$ cat src/rtl/core/scc_pkg.sv
// Shared types, sizes and helper functions for the separable circular convolution block.
// Depends on nothing; every other file of the block imports it.
`timescale 1ns / 1ps

package scc_pkg;

  // Store and kernel dimensions.
  localparam int MAX_ROWS    = 256;
  localparam int MAX_COLUMNS = 256;
  localparam int MAX_TAPS    = 31;
  localparam int MAX_DIM     = (MAX_ROWS > MAX_COLUMNS) ? MAX_ROWS : MAX_COLUMNS;

  // Field widths.
  localparam int ROW_W      = $clog2(MAX_ROWS);
  localparam int COL_W      = $clog2(MAX_COLUMNS);
  localparam int ADDR_W     = ROW_W + COL_W;
  localparam int DEPTH      = MAX_ROWS * MAX_COLUMNS;
  localparam int SIZE_W     = 9;
  localparam int TCNT_W     = 5;
  localparam int TIDX_W     = 5;
  localparam int TAP_W      = 16;
  localparam int PIX_W      = 32;
  localparam int PROD_W     = PIX_W + TAP_W + 1;
  localparam int ACC_W      = PROD_W + $clog2(MAX_TAPS + 1);
  localparam int LEN_W      = $clog2(MAX_DIM + 1);
  localparam int J_W        = $clog2(MAX_DIM + MAX_TAPS);
  localparam int CIDX_W     = 2;

  // Input word functions.
  typedef enum logic [1:0] {
    FN_LOAD_TAP = 2'd0,
    FN_WRITE    = 2'd1,
    FN_RUN      = 2'd2,
    FN_READ     = 2'd3
  } func_t;

  // Configuration register indexes.
  localparam logic [CIDX_W-1:0] CFG_ROWS = 2'd0;
  localparam logic [CIDX_W-1:0] CFG_COLS = 2'd1;
  localparam logic [CIDX_W-1:0] CFG_TAPS = 2'd2;

  // Round a Q.31 sum to Q15.16, half towards plus infinity, and saturate.
  function automatic logic signed [PIX_W-1:0] round_sat(input logic signed [ACC_W-1:0] acc);
    logic signed [ACC_W:0]      v;
    logic signed [ACC_W-15:0]   q;
    logic signed [PIX_W-1:0]    res;
    v = $signed({acc[ACC_W-1], acc}) + $signed((ACC_W+1)'(1 << 14));
    q = v[ACC_W:15];
    if (q > $signed((ACC_W-14)'({1'b0, {(PIX_W-1){1'b1}}}))) begin
      res = {1'b0, {(PIX_W-1){1'b1}}};
    end else if (q < -$signed((ACC_W-14)'({1'b1, {(PIX_W-1){1'b0}}}))) begin
      res = {1'b1, {(PIX_W-1){1'b0}}};
    end else begin
      res = q[PIX_W-1:0];
    end
    return res;
  endfunction

  // Clamp a size register to 1..hi.
  function automatic logic [LEN_W-1:0] clamp_size(input logic [SIZE_W-1:0] v,
                                                  input logic [LEN_W-1:0] hi);
    logic [LEN_W-1:0] res;
    if (v == '0) begin
      res = LEN_W'(1);
    end else if (LEN_W'(v) > hi) begin
      res = hi;
    end else begin
      res = LEN_W'(v);
    end
    return res;
  endfunction

endpackage

$ cat src/rtl/core/scc_cell.sv
// One cell of the transposed filter chain: multiplies the broadcast pixel by its tap
// and adds the partial sum handed over by its left neighbour. Depends on scc_pkg.
`timescale 1ns / 1ps

module scc_cell import scc_pkg::*; (
  input  logic                    clk,
  input  logic                    en,
  input  logic [TAP_W-1:0]        tap,
  input  logic signed [PIX_W-1:0] x,
  input  logic signed [ACC_W-1:0] sum_in,
  output logic signed [ACC_W-1:0] sum_out
);

  logic signed [PROD_W-1:0] prod;
  logic signed [ACC_W-1:0]  sum_r;

  // Unsigned tap times signed pixel.
  assign prod = $signed({1'b0, tap}) * x;

  // Partial sum moves one cell along whenever a new pixel is broadcast.
  always_ff @(posedge clk) begin
    if (en) begin
      sum_r <= sum_in + ACC_W'(prod);
    end
  end

  assign sum_out = sum_r;

endmodule

$ cat config.mk
export PLATFORM = sky130hd
export DESIGN_NAME = scc_cell
export DESIGN_NICKNAME = d
export VERILOG_FILES = /design/src/rtl/core/scc_pkg.sv /design/src/rtl/core/scc_cell.sv
export SDC_FILE = /design/constraint.sdc
export NUM_CORES = 1
export LEC_CHECK = 0
export BUFFER_PORTS_ARGS = -buffer_cell sky130_fd_sc_hd__buf_2
export CORE_MARGIN = 3
export CORE_UTILIZATION = 55
export CTS_BUF_LIST = sky130_fd_sc_hd__clkbuf_16
export DETAILED_ROUTE_END_ITERATION = 12
export PLACE_DENSITY = 0.74
export SLEW_MARGIN = 20
export SYNTH_ARGS = -nofsm -noshare
export SYNTH_HDL_FRONTEND = slang
export SYNTH_SLANG_ARGS = --single-unit
$ cat constraint.sdc
create_clock -name clk -period 13.1 [get_ports clk]
set_clock_uncertainty 0.15 [all_clocks]
set_input_delay 0.655 -clock clk [delete_from_list [all_inputs] [get_ports clk]]
set_output_delay 0.655 -clock clk [all_outputs]
set_load 0.05 [all_outputs]
After elaboration in Yosys (flattened, before gate mapping). Index checks and enable logic that the tools add are counted.

Bits in registers: 54. Bits of input ports: 104. Output and inout bits: 54. Logic and storage cells: 3.

Add/subtract/negate cells: 1. Multiply operators: 1.

Operators by type and width (count): $add 54x49->54 (1); $mul 17x32->49 (1).

Longest topological paths before layout.
Word-level depth: 2. Mapped depth: 23.

Worst setup path before layout. Ideal clock, no wire load.

Path type: input-to-reg. Start: input port x[31]. End: register sum_r[51], in the netlist sum_out[51] (data pin). Data arrival time: 6246 ps. Required time: 12755 ps. Path slack: 6509 ps. Stages on the path: 19. Buffers on the path: 1. Cell sequence: clkbuf_1 > nand2_1 > fa_1 > fa_1 > fa_1 > inv_1 > fa_1 > fa_1 > inv_1 > fa_1 > inv_1 > ha_1 > a21o_1 > a211oi_1 > o21ai_0 > a211oi_1 > o21ai_0 > or4_1 > o311ai_0.

Longest elaborated chain between the ends: 2.

RTL lines: start, declared (line scc_cell.sv:9) `input logic signed [PIX_W-1:0] x,`; $mul 17x32->49 (line scc_cell.sv:18) `assign prod = $signed({1'b0, tap}) * x;`; $add 54x49->54 (line scc_cell.sv:23) `sum_r <= sum_in + ACC_W'(prod);`; end signal, assigned (line scc_cell.sv:23); end, declared (line scc_cell.sv:15) `logic signed [ACC_W-1:0] sum_r;`.

No other way between the ends. A chain may end at the register's enable or synchronous reset.

Worst setup path in the final report.
Start: input port tap[2]. End: register sum_r[51], in the netlist sum_out[51] (data pin).

Longest elaborated chain between the ends: 2.

RTL lines: start, declared (line scc_cell.sv:8) `input logic [TAP_W-1:0] tap,`; $mul 17x32->49 (line scc_cell.sv:18); $add 54x49->54 (line scc_cell.sv:23).

No other way between the ends.

==> run summary <==
status = completed
Worst Path Required = 13.03 ns
Most used DFF post-synth = edfxtp_1
WL final = 57,400 um
final setup violation count = 0
number of placement rows = 73
CTS tree = yes
via count = 16,393
maximum number of pins on one net before global-route repair = 55
floorplan die area = 43,400 sq um
global route total overflow = 0
Core Footprint = 40,100 sq um
Ant. Diodes = 0
Post-synth EDFFs = 54
width of the die = 208 um
Hold WC Path Type = in2reg
global-route wire length before repair = 94,900 um
yosys synthesis warning count = 0
buffers from clock root to sink, at most = 2
initial DRC count = 829
start point of the worst min-delay path = sum_in[0]
sum of net half-perimeters after detailed placement = 46,600 um
CTS Hold Bufs = 0
H-tree depth = 2
via count of the first global-routing pass = 18,880
type of the worst setup path = in2reg
number of hold violations in the final report = 0
fraction of layout cells with a size suffix above 1 = 7.03%
Area Growth Syn to Fin = 5.64%
number of detailed-routing iterations run before antenna repair = 5
nature of the critical path startpoint = primary input
CTS root buf = clkbuf_16
Antenna Violating Nets Remaining = 0
number of flip-flops under the largest register name = 54
ratio of final minimum period to clock period = 56.0%
gp weighted congestion = 0.940
clock-pin slew reported for the worst setup and hold paths after clock tree synthesis = 0.07 ns
number of nets in the final layout = 3,320
pin slew with the least headroom to its limit = 1.11 ns
fmax = 0.136 GHz
unrepaired setup endpoints after global routing = false
top cells by count, synth = 728 x inv_1, 575 x fa_1, 319 x nand2_1
critical path capture point type = flip-flop
routed vias/inst = 5.39
final routed DRC violation total = 0
proportion of synthesized flip-flops having asynchronous set or reset = 0%
hold endpoint = sum_out[0]
cts repair resizes = 0
count of boundary I/O pins = 158
mapped cell area = 22,500 sq um
final number of max-transition violations = 0
# clock sinks = 54
overall die height = 208 um
most frequent cell after synthesis = inv_1
Seq. cell area = 1620 sq um
average instance area after synthesis = 9.23 sq um
worst slew margin relative to its limit = 25.6%
number of max-cap violations = 0
largest fanout of any net on the critical path = 32
post-CTS setup repair buffer count = 0
final worst path period need = 7.34 ns
DR WL/cell = 18.9 um
Distinct cells, synth = 55
number of storage elements in the synthesis netlist = 54
cell taking the most area after synthesis = fa_1
post-synth top area share = 51.1%
CTS buffer count = 5
signal arrival time at the worst endpoint = 7.27 ns
fill cell count = 3,425
global-route usage over all layers = 27.6%
initial antenna violation count = 1
number of buffer cells added on primary ports = 157
Initial Utilization = 56.2%
final total negative setup slack = 0 ns
sequential fraction of the synthesis area = 7.20%
top area cells in the synthesized netlist = fa_1 51%, inv_1 12%, edfxtp_1 7.2%
syn_nets = 3,245
cell depth of the worst hold path = 2
cell count after synthesis = 2,441
area used by multi-input combinational logic = 17,800 sq um
==> worst max-delay path, stage by stage <==
cell,delay (ns)
buf_2,0.56
nand2_1,0.28
fa_1,0.71
fa_1,0.89
fa_1,0.50
inv_1,0.09
fa_1,0.41
fa_1,0.49
inv_1,0.05
fa_1,0.47
inv_1,0.04
ha_1,0.36
a21o_1,0.21
a211oi_1,0.22
o21ai_0,0.17
a211oi_1,0.28
o21ai_0,0.21
or4_1,0.52
o311ai_0,0.13
==> through the flow <==
step	instances	hold WS, ns	cell area, sq um	util [%]	setup WS [ns]
2_1_floorplan	2441	0.617	22500	-	6.51
5_1_grt	3042	0.511	23800	59.4	5.40
6_report	3042	0.520	23800	59.4	5.76
4_1_cts	3042	0.508	23800	59.4	5.81
3_5_place_dp	3034	0.812	23700	59.0	5.50
3_3_place_gp	3034	0.809	23700	59.0	5.74
==> kinds of logic (layout without fill, tap and decap cells) <==
family,Yosys count,count (layout),synth area share (%)
buffers and inverters,820,896,13.7
adders and majority gates,700,700,58.0
and+or+nand+nor,638,638,13.9
AOI/OAI and AO/OA,178,178,5.20
DFF,54,54,7.20
xor gates and xnor gates,51,51,1.98
==> layer usage <==
layer  vias to the layer above  global-route usage (%)  share of wire, %  wire, um
li1                       7157                       -                 -         -
met1                      8402                    31.6                36     20700
met2                       644                    51.0                53     30100
met3                       190                    3.18               5.6      3220
met4                         0                    13.6               5.9      3400
met5                         -                       0                 0         0
==> placed cells by master (no fill, tap or decap), types with 5 or more instances in the layout <==
cell / Yosys / routed
nand4_1: 9 / 9
nand3_1: 12 / 12
nor2b_1: 8 / 8
nand2_1: 319 / 319
ha_1: 125 / 125
clkbuf_16: 0 / 5
fa_1: 575 / 575
inv_1: 728 / 728
and3_1: 7 / 7
a21o_1: 33 / 33
o21bai_1: 9 / 9
a31oi_1: 7 / 7
and2_1: 231 / 231
nor2_1: 23 / 23
nor3_1: 5 / 5
a21oi_1: 55 / 55
xnor2_1: 38 / 38
a211oi_1: 10 / 10
o21ai_0: 24 / 24
buf_2: 0 / 157
o211ai_1: 7 / 7
xor2_1: 13 / 13
o21a_1: 8 / 8
nand2b_1: 5 / 5
edfxtp_1: 54 / 54
==> final cells by class <==
class	instances	share of cell area, %
timing repair buffer	160	3.40
clock inverter	3	0.105
sequential	54	6.81
tap	525	2.76
multi-input combinational	1567	74.9
inverter	728	11.5
clock buffer	5	0.526
==> how the worst max path moves through the flow <==
stage | slack (ns) | depth (start not counted) | from | endpoint
after floorplan | 6.51 | 19 | x[31] | sum_out[51]
after global routing | 5.40 | 19 | tap[2] | sum_out[51]
after global placement | 5.74 | 19 | tap[2] | sum_out[51]
final | 5.76 | 19 | tap[2] | sum_out[51]
after CTS | 5.81 | 19 | tap[2] | sum_out[51]
after detailed placement | 5.50 | 19 | tap[2] | sum_out[51]
Power is not shown: default switching activity piles up to over one toggle a cycle in this logic, so the estimate is an artifact.
